File: config.mk
export PLATFORM = sky130hd
export DESIGN_NAME = qnp_merge
export DESIGN_NICKNAME = d
export VERILOG_FILES = /design/src/qnp_pkg.sv /design/src/qnp_merge.sv
export SDC_FILE = /design/constraint.sdc
export NUM_CORES = 1
export LEC_CHECK = 0
export ABC_AREA = 1
export BUFFER_PORTS_ARGS = -buffer_cell sky130_fd_sc_hd__buf_2
export CORE_MARGIN = 2
export CORE_UTILIZATION = 51
export CTS_BUF_LIST = sky130_fd_sc_hd__clkbuf_8
export DETAILED_ROUTE_END_ITERATION = 8
export GPL_TIMING_DRIVEN = 0
export PLACE_DENSITY = 0.81
export SETUP_SLACK_MARGIN = 0.1
export SKIP_LAST_GASP = 1
export SYNTH_ARGS = -nofsm -noshare
export SYNTH_HDL_FRONTEND = slang
export SYNTH_SLANG_ARGS = --single-unit
File: constraint.sdc
create_clock -name clk -period 1.7 [get_ports clk]
set_input_delay 0.17 -clock clk [delete_from_list [all_inputs] [get_ports clk]]
set_output_delay 0.17 -clock clk [all_outputs]
set_load 0.01 [all_outputs]
File: src/qnp_pkg.sv
package qnp_pkg;

  localparam int FULL_SCALE = 32767;
  localparam int NCOMP = 4;
  localparam int CW = 32;
  localparam int NW = 15;
  localparam int CODEW = 16;
  localparam int TW = 48;
  localparam int TH = TW / 2;
  localparam int SQW = 2 * CW;
  localparam int SW = SQW + 2;
  localparam int EW = 100;
  localparam int FRONT_STAGES = 3;
  localparam int PIPE_STAGES = FRONT_STAGES + NW;

  typedef logic [NW-1:0] mag_t;
  typedef logic [CODEW-1:0] code_t;

  typedef struct packed {
    logic [EW-1:0] rhs;
    logic          neg;
  } front_t;

endpackage

File: src/qnp_merge.sv
module qnp_merge (
  input  logic                  clk,
  input  logic                  rst,
  input  logic                  adv,
  input  logic                  valid_in,
  input  logic                  ident,
  input  qnp_pkg::mag_t         n   [qnp_pkg::NCOMP],
  input  logic                  neg [qnp_pkg::NCOMP],
  output logic [63:0]           packed_word,
  output logic                  identity_used,
  output logic                  out_valid
);
  import qnp_pkg::*;

  logic [63:0] word;

  always_comb begin
    word = '0;
    for (int i = 0; i < NCOMP; i++) begin
      if ((neg[i] != neg[0]) && (n[i] != '0)) begin
        word[CODEW*i +: CODEW] = code_t'(0) - {1'b0, n[i]};
      end else begin
        word[CODEW*i +: CODEW] = {1'b0, n[i]};
      end
    end
    if (ident) begin
      word = 64'(FULL_SCALE);
    end
  end

  always_ff @(posedge clk) begin
    if (rst) begin
      out_valid <= 1'b0;
    end else if (adv) begin
      out_valid <= valid_in;
    end
  end

  always_ff @(posedge clk) begin
    if (adv) begin
      packed_word   <= word;
      identity_used <= ident;
    end
  end

endmodule

==> results of run 1 <==
==> flip-flops by register name, summed over array words and instances (netlist names) <==
name	flops
identity_used	1
packed_word	63
out_valid	1
==> cell type report <==
class	instances	area share
timing repair buffer	134	0.147
multi-input combinational	316	0.315
tap	96	0.0261
clock inverter	7	0.0163
buffer	13	0.0139
clock buffer	9	0.0269
sequential	65	0.422
inverter	40	0.0326
==> worst paths after layout <==
path	start	end	slack, ns	cells past startpoint
worst max-delay path	n[15]	packed_word[41]$_SDFFCE_PP0P_	0.27	9
worst min-delay path	ident	identity_used$_DFFE_PP_	0.03	1
worst max register to register	out_valid$_SDFFE_PP0P_	out_valid$_SDFFE_PP0P_	1.11	2
worst min register to register	out_valid$_SDFFE_PP0P_	out_valid$_SDFFE_PP0P_	0.50	2
==> metal layers <==
metal | share of wire | up-vias | GRT usage
li1 | - | 1721 | -
met1 | 0.42 | 1530 | 0.299
met2 | 0.46 | 181 | 0.349
met3 | 0.095 | 25 | 0.0669
met4 | 0.022 | 0 | 0.0978
met5 | 0 | - | 0
==> cells in the mapped netlist (2+ instances only) <==
cell and instances:
clkbuf_1 5, inv_2 3, nand3_1 26, xor2_1 4
edfxtp_1 64, and3_1 3, nor2_1 93, a21oi_1 38
nor3_1 7, o21ai_0 17, or2_2 16, buf_4 2
ha_1 3, nand4_1 5, nand2_1 93, inv_1 36
nor2_2 2, buf_2 6
==> worst register-to-register path: cells and delay by family, from the launching register on <==
family,cells,cell delay (ns)
flops,1,0.31
mux,1,0.12
simple gates,1,0.05
==> what timing repair did <==
action,4_1_cts,5_1_grt
hold buffers,1,0
resized for setup,0,1
buffers inserted,0,0
hold endpoints to repair,1,0
endpoints found under the setup margin,0,3
==> metrics by stage <==
step                      setup WS (ns)  power [mW]
after floorplan                   0.267        2.40
after global placement          -0.0607        2.73
after detailed placement         -0.101        2.75
after CTS                         0.261        4.09
after global routing              0.118        4.27
final                             0.266        4.07
==> report_power, final <==
| part | leakage, nW | internal, mW | total [mW] | switching, mW |
|---|---|---|---|---|
| registers | 0.630 | 1.93 | 1.96 | 0.0305 |
| clock network | 0.104 | 0.690 | 1.36 | 0.668 |
| logic | 1.43 | 0.293 | 0.753 | 0.460 |
==> cells by family (layout without fill, tap and decap cells) <==
logic type	Yosys count	count (layout)
AO/OA/AOI/OAI	56	56
XOR/XNOR	5	5
adder cells (fa/ha/maj)	3	3
buffers and inverters	53	203
flip-flops	65	65
multiplexers	1	1
other	1	1
AND/OR/NAND/NOR	250	250
==> results_dict.tcl, run 1 <==
set metrics [dict create \
    coreArea_mm2 0.00683 \
    grt_pass1_wl_mm 13.5 \
    ios 135 \
    drt_iter0_drc 161 \
    clkSinkCount 65 \
    placed_cell_area_mm2 0.00439 \
    drv_slew 0 \
    synthTopCellsByArea "edfxtp_1 (53%), nand2_1 (9.7%), nor2_1 (9.7%)" \
    cp-end-kind "flip-flop" \
    final_cell_area_mm2 0.00460 \
    critPathBufInv 3 \
    worst_setup_path_start_kind "primary input" \
    overflow 0 \
    register_area_mm2 0.00194 \
    dieArea_mm2 0.00775 \
    utilization 0.674 \
    worstHoldPathType "in -> reg" \
    critPathRequiredTime_ns 1.82 \
    setup_tns_ns 0 \
    final_cell_mix "buf_2 (138), nor2_1 (93), nand2_1 (93)" \
    cts_buffers 9 \
    htreeDepth 3 \
    syn_nets 506 \
    crit_fanout 10 \
    layout_min_cycle_time_ns 1.43 \
    io_buffers 133 \
    ant_nets 0 \
    rsz0062_at_grt "false" \
    grt_usage 0.227 \
    dp.final_hpwl_mm 6.35 \
    drive_above_1_share 0.310 \
    tightest_slew_ns 0.821 \
    critPathSlowestCell "ha_1" \
    worstSetupPathType "in -> reg" \
    arrival_ns 1.55 \
    final_common_cell "buf_2" \
    crit_top_cell "buf_2" \
    ys_warn_count 0 \
    drc 0 \
    synth_top_area_cell "edfxtp_1" \
    vias 3457 \
    grt_pass1_vias 3065 \
    async_flop_share 0 \
    cts_buffer_depth 2 \
    syn_to_final_growth_pct 27.8 \
    cpPeakStageDelay_ns 0.25 \
    pwr_density_cell_mw_per_mm2 884 \
    synth_top_family_by_area "simple AND/OR/NAND/NOR gates" \
    multi_input_area_mm2 0.00145 \
    leakagePower_nw 2.17 \
    synth-edff-count 64 \
    fin_hold_ws_ns 0.0348 \
    finalCritPeriodShare 0.844 \
    slew-limit-headroom 0.452 \
    tritoncts "built" \
    yosys.area_share.adder 0.0104 \
    fmax_ghz 0.697 \
    nets 651 \
    layoutNonFillerInstCount 680 \
    skew_ns 0 \
    status "completed" \
    vdd_drop_max_mv 0.516 \
    antenna_found_initial 0 \
    firstDrtPassIters 5 \
    synth_top_cell_area_share 0.534 \
    wirelength_mm 8.63 \
    worstSkewPairLatency_ns 0.35 \
    path_cells "buf_2 -> inv_1 -> ha_1 -> nand2_1 -> nor2_4 -> nand3_1 -> buf_2 -> a21oi_1 -> nor2_1" \
    synth-compound-area-share 0.0778 \
    synth-xor-area-share 0.0142 \
    avgViaCountPerCell 5.08 \
    syn_area_mm2 0.00360 \
    path_clk_slew_ns 0.09 \
    die_h_um 88.0 \
    synth-main-ff-cell "edfxtp_1" \
    initial_core_util 0.527 \
    row_count 30 \
    ys_ff_latch 65 \
    synthSimpleGateAreaFrac 0.295 \
    die_w_um 88.0 \
    crit_family "simple AND/OR/NAND/NOR gates" \
    num_antenna_cells 0 \
    gp_congestion 0.903 \
    dp.cells 663 \
    fillCellCount 567 \
    synthCells 434 \
    synth.area.mux_share 0.00278 \
    wl_per_cell_um 12.7 \
    yosys.cell_types.count 29 \
    synth-seq-area-share 0.539 \
    grt_max_degree 66 \
    setup_viol 0 \
    cap_violations 0 \
    postSynthAreaPerCell_um2 8.30 \
    root_buffer "clkbuf_8" \
    hold_viol_final 0 \
]
Note: power is estimated with default switching activity, not from simulation.
==> run 2: changes to the inputs <==
==> constraint.sdc (replaced) <==
create_clock -name clk -period 1.41 [get_ports clk]
set_input_delay 0.141 -clock clk [delete_from_list [all_inputs] [get_ports clk]]
set_output_delay 0.141 -clock clk [all_outputs]
set_load 0.01 [all_outputs]
==> run 2 against run 1 <==
  * Final area is 1.8% higher
  * Hold slack got worse by 0.00075 ns
  * Combinational power rose by 23%
  * Register-to-register slack worse by 0.29 ns
  * First-iteration DRC count is 29% higher
  * Clock skew is the same
  * Sequential share of layout area shrank 0.73 points
  * Critical path depth unchanged
  * Clock power up 20%
  * Global-route usage increased by 0.23 points
  * Highest routed layer unchanged
==> results_dict.tcl, run 2 (synthesis gave the netlist of run 1 again) <==
set metrics [dict create \
    status "completed" \
    utilization 0.686 \
    worstHoldPathType "in -> reg" \
    largest_reg_flops 63 \
    layoutNonFillerInstCount 681 \
    grt_usage 0.229 \
    regMostFlops "packed_word" \
    worstSetupPathType "in -> reg" \
    clkSinkCount 65 \
    root_buffer "clkbuf_8" \
    cap_violations 0 \
    arrival_ns 1.33 \
    slew-limit-headroom 0.460 \
    vias 3494 \
    drv_slew 0 \
    drc 0 \
    drt_iter0_drc 207 \
    final_common_cell "buf_2" \
    skew_ns 0 \
    io_buffers 133 \
    dieArea_mm2 0.00775 \
    power_frac_seq 0.480 \
    rrSetupSlack_ns 0.82 \
    wl_per_cell_um 13.0 \
    setup_viol 0 \
    firstDrtPassIters 4 \
    die_h_um 88.0 \
    p_switching_mw 1.41 \
    final_cell_mix "buf_2 (135), nor2_1 (93), nand2_1 (92)" \
    p_int_mw 3.52 \
    htreeDepth 3 \
    pwr_density_cell_mw_per_mm2 1050 \
    path_clk_slew_ns 0.08 \
    tritoncts "built" \
    combPwrFrac 0.188 \
    row_count 30 \
    hold_viol_final 0 \
    avgViaCountPerCell 5.13 \
    gp_congestion 0.897 \
    grt_pass1_wl_mm 13.8 \
    num_antenna_cells 0 \
    overflow 0 \
    critPathRequiredTime_ns 1.50 \
    grt_pass1_vias 3114 \
    cts_buffers 9 \
    vdd_drop_max_mv 0.617 \
    rsz0062_at_grt "true" \
    ant_nets 0 \
    worst_setup_path_start_kind "primary input" \
    coreArea_mm2 0.00683 \
    drive_above_1_share 0.326 \
    clockPowerShare 0.332 \
    finalCritPeriodShare 0.880 \
    dp_slack_ns -0.279 \
    worstSkewPairLatency_ns 0.34 \
    setup_tns_ns 0 \
    swShare 0.286 \
    cts_buffer_depth 2 \
    dp.cells 663 \
    wirelength_mm 8.89 \
    cts_setup_buffers 0 \
    dp.final_hpwl_mm 6.34 \
    initial_core_util 0.527 \
    crit_fanout 10 \
    leakagePower_nw 2.18 \
    reg_top3 "packed_word: 63 flops, identity_used: 1 flops, out_valid: 1 flops" \
    tightest_slew_ns 0.810 \
    antenna_found_initial 0 \
    die_w_um 88.0 \
    nets 652 \
    cp-end-kind "flip-flop" \
    syn_to_final_growth_pct 30.1 \
    layout_min_cycle_time_ns 1.24 \
    grt_max_degree 66 \
    ios 135 \
    fmax_ghz 0.806 \
    timing.final.ws_setup_ns 0.169 \
]
## run 2: cell count changes in the layout (fill, tap and decap cells not counted), sizes merged
cell         previous run  this run
clkinvlp                0         1
dlygate4sd3             1         2
inv                    42        41
## run 2: critical path: stages
cell and delay (ns):
buf_2 0.10, inv_2 0.07, ha_2 0.20, nand2_1 0.12, nor2_4 0.18, nand3_2 0.13, buf_6 0.17, a21oi_1 0.15
nor2_1 0.06
## run 2: metrics by stage
stage,power (mW),cell area [µm²],hold slack (ns)
global placement,3.29,4430,0.298
global route,5.15,4690,0.0287
floorplan,2.89,3640,0.213
detailed placement,3.31,4430,0.304
finish,4.92,4690,0.0341
CTS,4.94,4650,0.0117
## run 2: final timing paths
kind	startpoint	end	cells after the start
hold / removal	valid_in	out_valid$_SDFFE_PP0P_	3
setup / recovery	n[15]	packed_word[45]$_SDFFCE_PP0P_	9
setup reg to reg	out_valid$_SDFFE_PP0P_	out_valid$_SDFFE_PP0P_	2
hold reg to reg	out_valid$_SDFFE_PP0P_	out_valid$_SDFFE_PP0P_	2
## run 2: metal layers
metal / global-route usage / vias to the layer above / routed length [µm]
li1: - / 1729 / -
met1: 0.292 / 1577 / 3690
met2: 0.384 / 176 / 4230
met3: 0.0584 / 12 / 859
met4: 0.0730 / 0 / 103
met5: 0 / - / 0
## run 2: cell type report
class / instances / area, µm²
Inverter: 40 / 150
Clock buffer: 9 / 124
Multi-Input combinational cell: 316 / 1500
Buffer: 13 / 85.1
Tap cell: 96 / 120
Clock inverter: 7 / 77.6
Fill cell: 573 / 2150
Timing Repair Buffer: 135 / 688
Sequential cell: 65 / 1940
## run 2: power by group through the flow
| stage | sequential [mW] | combinational [mW] | clock (mW) |
|---|---|---|---|
| finish | 2.36 | 0.925 | 1.63 |
| detailed placement | 2.41 | 0.908 | 0 |
| global route | 2.38 | 1.03 | 1.73 |
| CTS | 2.37 | 0.917 | 1.66 |
| floorplan | 2.51 | 0.383 | 0 |
| global placement | 2.41 | 0.883 | 0 |
## run 2: repair_timing
action | CTS | global route
gates resized for setup | 1 | 7
hold buffers | 2 | 0
endpoints found under the setup margin | 3 | 19
cloned | 0 | 0
hold endpoints to repair | 2 | 0
